## src/rtl/bcpe_pkg.sv

```systemverilog
package bcpe_pkg;

  localparam int POINT_CAPACITY = 16;
  localparam int DEGREE_LIMIT   = 3;
  localparam int FRAC_BITS      = 16;
  localparam int KNOT_DEPTH     = POINT_CAPACITY + DEGREE_LIMIT + 1;
  localparam int WEIGHT_DEPTH   = KNOT_DEPTH - 1;

  localparam int KNOT_W   = FRAC_BITS + 1;
  localparam int WEIGHT_W = FRAC_BITS + 1;
  localparam int COORD_W  = 32;
  localparam int NUM_W    = KNOT_W + WEIGHT_W;
  localparam int SUM_W    = NUM_W + 2;
  localparam int PROD_W   = COORD_W + 1 + WEIGHT_W + 1;
  localparam int ACC_W    = PROD_W + $clog2(POINT_CAPACITY);
  localparam int IDX_W    = $clog2(KNOT_DEPTH);
  localparam int WIDX_W   = $clog2(WEIGHT_DEPTH);
  localparam int CP_W     = $clog2(POINT_CAPACITY);
  localparam int DEG_W    = 2;
  localparam int LAST_W   = 4;

  localparam logic [WEIGHT_W-1:0] WEIGHT_ONE = WEIGHT_W'(1) << FRAC_BITS;

  localparam logic [0:0] REG_DEGREE     = 1'b0;
  localparam logic [0:0] REG_LAST_POINT = 1'b1;

  typedef enum logic [1:0] {
    OP_KNOT  = 2'd0,
    OP_POINT = 2'd1,
    OP_EVAL  = 2'd2,
    OP_NONE  = 2'd3
  } opcode_t;

  typedef struct packed {
    logic [1:0]         opcode;
    logic [4:0]         slot;
    logic [16:0]        knot_value;
    logic signed [31:0] point_x;
    logic signed [31:0] point_y;
    logic signed [31:0] point_z;
    logic [16:0]        param_t;
  } in_item_t;

  typedef struct packed {
    logic signed [31:0] curve_x;
    logic signed [31:0] curve_y;
    logic signed [31:0] curve_z;
  } out_item_t;

  typedef struct packed {
    logic              start;
    logic [NUM_W-1:0]  dividend;
    logic [KNOT_W-1:0] divisor;
  } div_req_t;

  typedef enum logic [4:0] {
    S_IDLE,
    S_L0_LO,
    S_L0_HI,
    S_RD_LO,
    S_RD_K1,
    S_RD_KD,
    S_RD_HI,
    S_CHECK,
    S_T1,
    S_D1S,
    S_D1W,
    S_T2,
    S_D2S,
    S_D2W,
    S_WR,
    S_A_W,
    S_A_X,
    S_A_Y,
    S_A_Z,
    S_A_E,
    S_FIN
  } state_t;

  // round half up to the integer grid, then clamp to signed 32 bits
  function automatic logic signed [COORD_W-1:0] finish(input logic signed [ACC_W-1:0] acc);
    logic signed [ACC_W-1:0] v;
    logic signed [ACC_W-1:0] q;
    v = acc + (ACC_W'(1) <<< (FRAC_BITS - 1));
    q = v >>> FRAC_BITS;
    if (q > ACC_W'(64'sh7FFFFFFF)) begin
      finish = 32'sh7FFFFFFF;
    end else if (q < -(ACC_W'(64'sh80000000))) begin
      finish = 32'sh80000000;
    end else begin
      finish = q[COORD_W-1:0];
    end
  endfunction

endpackage

```

## src/rtl/bcpe_div.sv

```systemverilog
module bcpe_div (
  input  logic                       clk,
  input  logic                       rst,
  input  bcpe_pkg::div_req_t         req,
  output logic                       done,
  output logic [bcpe_pkg::NUM_W-1:0] quotient
);

  localparam int NW = bcpe_pkg::NUM_W;
  localparam int DW = bcpe_pkg::KNOT_W;
  localparam int CW = $clog2(NW);

  logic          busy;
  logic [CW-1:0] cnt;
  logic [DW:0]   rem;
  logic [NW-1:0] work;
  logic [DW:0]   rem_sh;
  logic          fits;

  // restoring division, one quotient bit a cycle
  assign rem_sh   = {rem[DW-1:0], work[NW-1]};
  assign fits     = rem_sh >= {1'b0, req.divisor};
  assign quotient = work;

  always_ff @(posedge clk) begin
    if (rst) begin
      busy <= 1'b0;
      done <= 1'b0;
      cnt  <= '0;
    end else begin
      done <= 1'b0;
      if (req.start) begin
        busy <= 1'b1;
        cnt  <= '0;
      end else if (busy) begin
        if (cnt == CW'(NW - 1)) begin
          busy <= 1'b0;
          done <= 1'b1;
        end else begin
          cnt <= cnt + 1'b1;
        end
      end
    end
  end

  always_ff @(posedge clk) begin
    if (req.start) begin
      rem  <= '0;
      work <= req.dividend;
    end else if (busy) begin
      rem  <= fits ? rem_sh - {1'b0, req.divisor} : rem_sh;
      work <= {work[NW-2:0], fits};
    end
  end

endmodule

```

## config.mk

```make
export PLATFORM = sky130hd
export DESIGN_NAME = bcpe_div
export DESIGN_NICKNAME = d
export VERILOG_FILES = /design/src/rtl/bcpe_pkg.sv /design/src/rtl/bcpe_div.sv
export SDC_FILE = /design/constraint.sdc
export NUM_CORES = 1
export LEC_CHECK = 0
export BUFFER_PORTS_ARGS = -buffer_cell sky130_fd_sc_hd__buf_2
export CORE_MARGIN = 10
export CORE_UTILIZATION = 50
export CTS_BUF_LIST = sky130_fd_sc_hd__clkbuf_16
export CTS_CLUSTER_SIZE = 30
export DETAILED_ROUTE_END_ITERATION = 8
export PLACE_DENSITY = 0.76
export REMOVE_ABC_BUFFERS = 1
export SETUP_SLACK_MARGIN = 0.2
export SLEW_MARGIN = 20
export SYNTH_ARGS = -nofsm -noshare
export SYNTH_HDL_FRONTEND = slang
export SYNTH_SLANG_ARGS = --single-unit
```

## constraint.sdc

```tcl
create_clock -name clk -period 3.65 [get_ports clk]
set_input_delay 0.5475 -clock clk [delete_from_list [all_inputs] [get_ports clk]]
set_output_delay 0.5475 -clock clk [all_outputs]
set_load 0.05 [all_outputs]
```

==> flow_summary.toml <==
[final_layout]
stdcell_count = 482
final_cell_mix = "buf_2, mux2_2, edfxtp_1, nor2_1, dfxtp_1"
fillerInstances = 532
n_antenna_cell = 0
finalNetCount = 475
drive_gt1_share_pct = 37.3
final_common_cell = "buf_2"
areaGrowthSynthToFinish_pct = 23.9

[critical_path]
worst_ep_required_time_ps = 3900
crit_chain = "inv_1, ha_1, inv_1, fa_1, a21o_1, a221oi_2, o221ai_2, a21boi_0, o21ai_0, o21ai_0, mux2_2, a31oi_1"
endpoint_kind = "flip-flop"
startpoint_type = "flip-flop"
slowest_stage = "edfxtp_1"
cp_max_fo = 3
slowest_delay_ps = 410
crit_arrival_ps = 3410
r2r-start = "quotient[33]$_DFFE_PP_"
critical_path.startpoint = "quotient[33]$_DFFE_PP_"
critPathKind = "flip-flop to flip-flop"

[logic_synthesis]
synth-simple-area-share_pct = 9.50
synthAdderAreaFrac_pct = 7.71
yosysSeqAreaShare_pct = 45.5
synth_edf_count = 34
ys_types = 48
synthesis.area_mm2 = 0.00334
yosys-mux-area-fraction_pct = 14.8
synth_top_family_by_area = "multiplexers"
syn_inst = 309
synthFlopType = "edfxtp_1"
synth-async-reset-ratio_pct = 0
ys_warn_count = 0
ys_ff_latch = 59
yosys.area_share.xor_xnor_pct = 4.71
synth_compound_area_share_pct = 13.6
syn_area_per_cell_um2 = 10.8

[clocking]
cts_made_buffers = 9
ctsHoldBuffers = 0
htreeDepth = 3
clkLatencyLatePin_ps = 320
cts_root_buffer = "clkbuf_16"
clock-sinks = 59
post_cts_resized = 0
post_cts_buffers = 0
clk_path_buf_depth = 2
cts_tree = "yes"
clkTransAtPathRegs_ps = 50

[timing]
period_share_pct = 86.6
setup_viol = 0
skew_ps = 6.64
setup_tns_ps = 0
slew_viol_final = 0
final.min_clock_period_ps = 3160
max_freq_mhz = 316
slew_headroom_pct = 65.8
tightest_slew_ps = 511
hold_viol_final = 0
rsz0062_at_grt = "false"

[global_routing]
antenna_found_initial = 0
grt_max_degree = 41
globalRouteOverflowTotal = 0
grt_pass1_wl_mm = 12.3
grt_usage_pct = 15.0
grt_pass1_vias = 2551

[placed_design]
hpwlAfterDp_mm = 5.77
port_buffers = 88
place_inst = 467
place_congestion = 0.812

[routing]
ant_nets = 0
dr.first_iter.drc_count = 89
drtPass1Iterations = 4
drc = 0
routedWlPerCell_um = 16.0
wl_mm = 7.73
vias = 2573
vias_per_cell = 5.34

[floorplan]
die_area_mm2 = 0.0104
core_mm2 = 0.00642
die_h_um = 102
die_x_um = 102
io_pins = 89
initial_core_util_pct = 52.1
num_rows = 29

[run_status]
outcome = "finished, final reports clean"

[power]
power.leakage_nw = 1.84
vdd_drop_max_v = 0.000258
cellPowerDensity_mw_per_mm2 = 515

[run]
drv_cap = 0

[worst_hold_path]
holdCritPathClass = "input pin to flip-flop"
hold_start = "rst"
[critical path, delay by kind of cell (launching register included)]
kind                     cells  cell delay [ps]
AO/OA/AOI/OAI                7             1620
adder cells (fa/ha/maj)      2              580
buffers and inverters        2              140
flip-flops                   1              410
multiplexers                 1              350
[synth_stat cells, drive strengths merged (2+ instances only)]
cell / number / area, µm²
mux2: 36 / 405
a31oi: 2 / 12.5
o21ai: 12 / 60.1
a211o: 2 / 17.5
nand2: 17 / 63.8
clkbuf: 5 / 18.8
nand4: 4 / 25.0
inv: 24 / 90.1
a21o: 3 / 23.8
o2111ai: 2 / 17.5
dfxtp: 25 / 500
nor3: 3 / 15.0
o31ai: 2 / 15.0
xnor2: 9 / 78.8
and3: 2 / 13.8
nand3: 4 / 20.0
xor2: 9 / 78.8
a21oi: 12 / 60.1
nor2: 32 / 120
edfxtp: 34 / 1020
mux2i: 9 / 90.1
buf: 6 / 31.3
a211oi: 13 / 97.6
ha: 19 / 238
o21a: 5 / 37.5
[metal layers]
layer | wire length [µm] | vias to the layer above | track usage, %
met1 | 3250 | 1192 | 17.6
met5 | 0 | - | 0
met3 | 313 | 12 | 3.54
li1 | - | 1318 | -
met4 | 136 | 0 | 6.71
met2 | 4040 | 51 | 25.5
[final timing paths]
| check | to | depth (start not counted) | slack (ps) |
|---|---|---|---|
| setup / recovery | rem[16]$_SDFFE_PP0P_ | 12 | 490 |
| hold / removal | busy$_SDFF_PP0_ | 2 | 390 |
| setup reg to reg | rem[16]$_SDFFE_PP0P_ | 12 | 490 |
| hold reg to reg | done$_SDFF_PP0_ | 2 | 480 |
[cell families (layout without fill, tap and decap cells)]
kind of cell / Yosys count / after routing
AND/OR/NAND/NOR: 70 / 70
AO/OA/AOI/OAI: 62 / 62
flip-flops: 59 / 59
multiplexers: 45 / 45
buffers and inverters: 35 / 131
adder cells (fa/ha/maj): 20 / 20
XOR/XNOR: 18 / 18
[area by class of cell]
class | instances | area, µm² | share of cell area [%]
repair buffers | 92 | 470 | 11.4
multi-input cells | 215 | 1680 | 40.6
clock inverters | 6 | 57.6 | 1.39
clock buffers | 9 | 225 | 5.43
well taps | 77 | 96.3 | 2.32
flip-flops and latches | 59 | 1520 | 36.7
inverters | 24 | 90.1 | 2.17
[flip-flops by register name, summed over array words and instances (netlist names)]
signal,flops
quotient,34
busy,1
cnt,6
done,1
rem,17
[power by group]
group | internal (mW) | switching [mW] | total [mW]
registers | 0.775 | 0.0338 | 0.809
clock network | 0.518 | 0.276 | 0.793
logic | 0.194 | 0.340 | 0.533
total | 1.49 | 0.649 | 2.14
[through the flow]
step	utilization [%]	worst slack, ps	hold WS [ps]	power (mW)	instance area, µm²
6_report	64.5	490	393	2.14	4140
5_1_grt	64.5	292	392	2.24	4140
4_1_cts	64.5	494	389	2.16	4140
3_5_place_dp	60.1	348	471	1.36	3860
3_3_place_gp	60.1	445	456	1.35	3860
2_1_floorplan	-	400	439	1.22	3290
No activity file was read; power rests on OpenSTA's default activity.
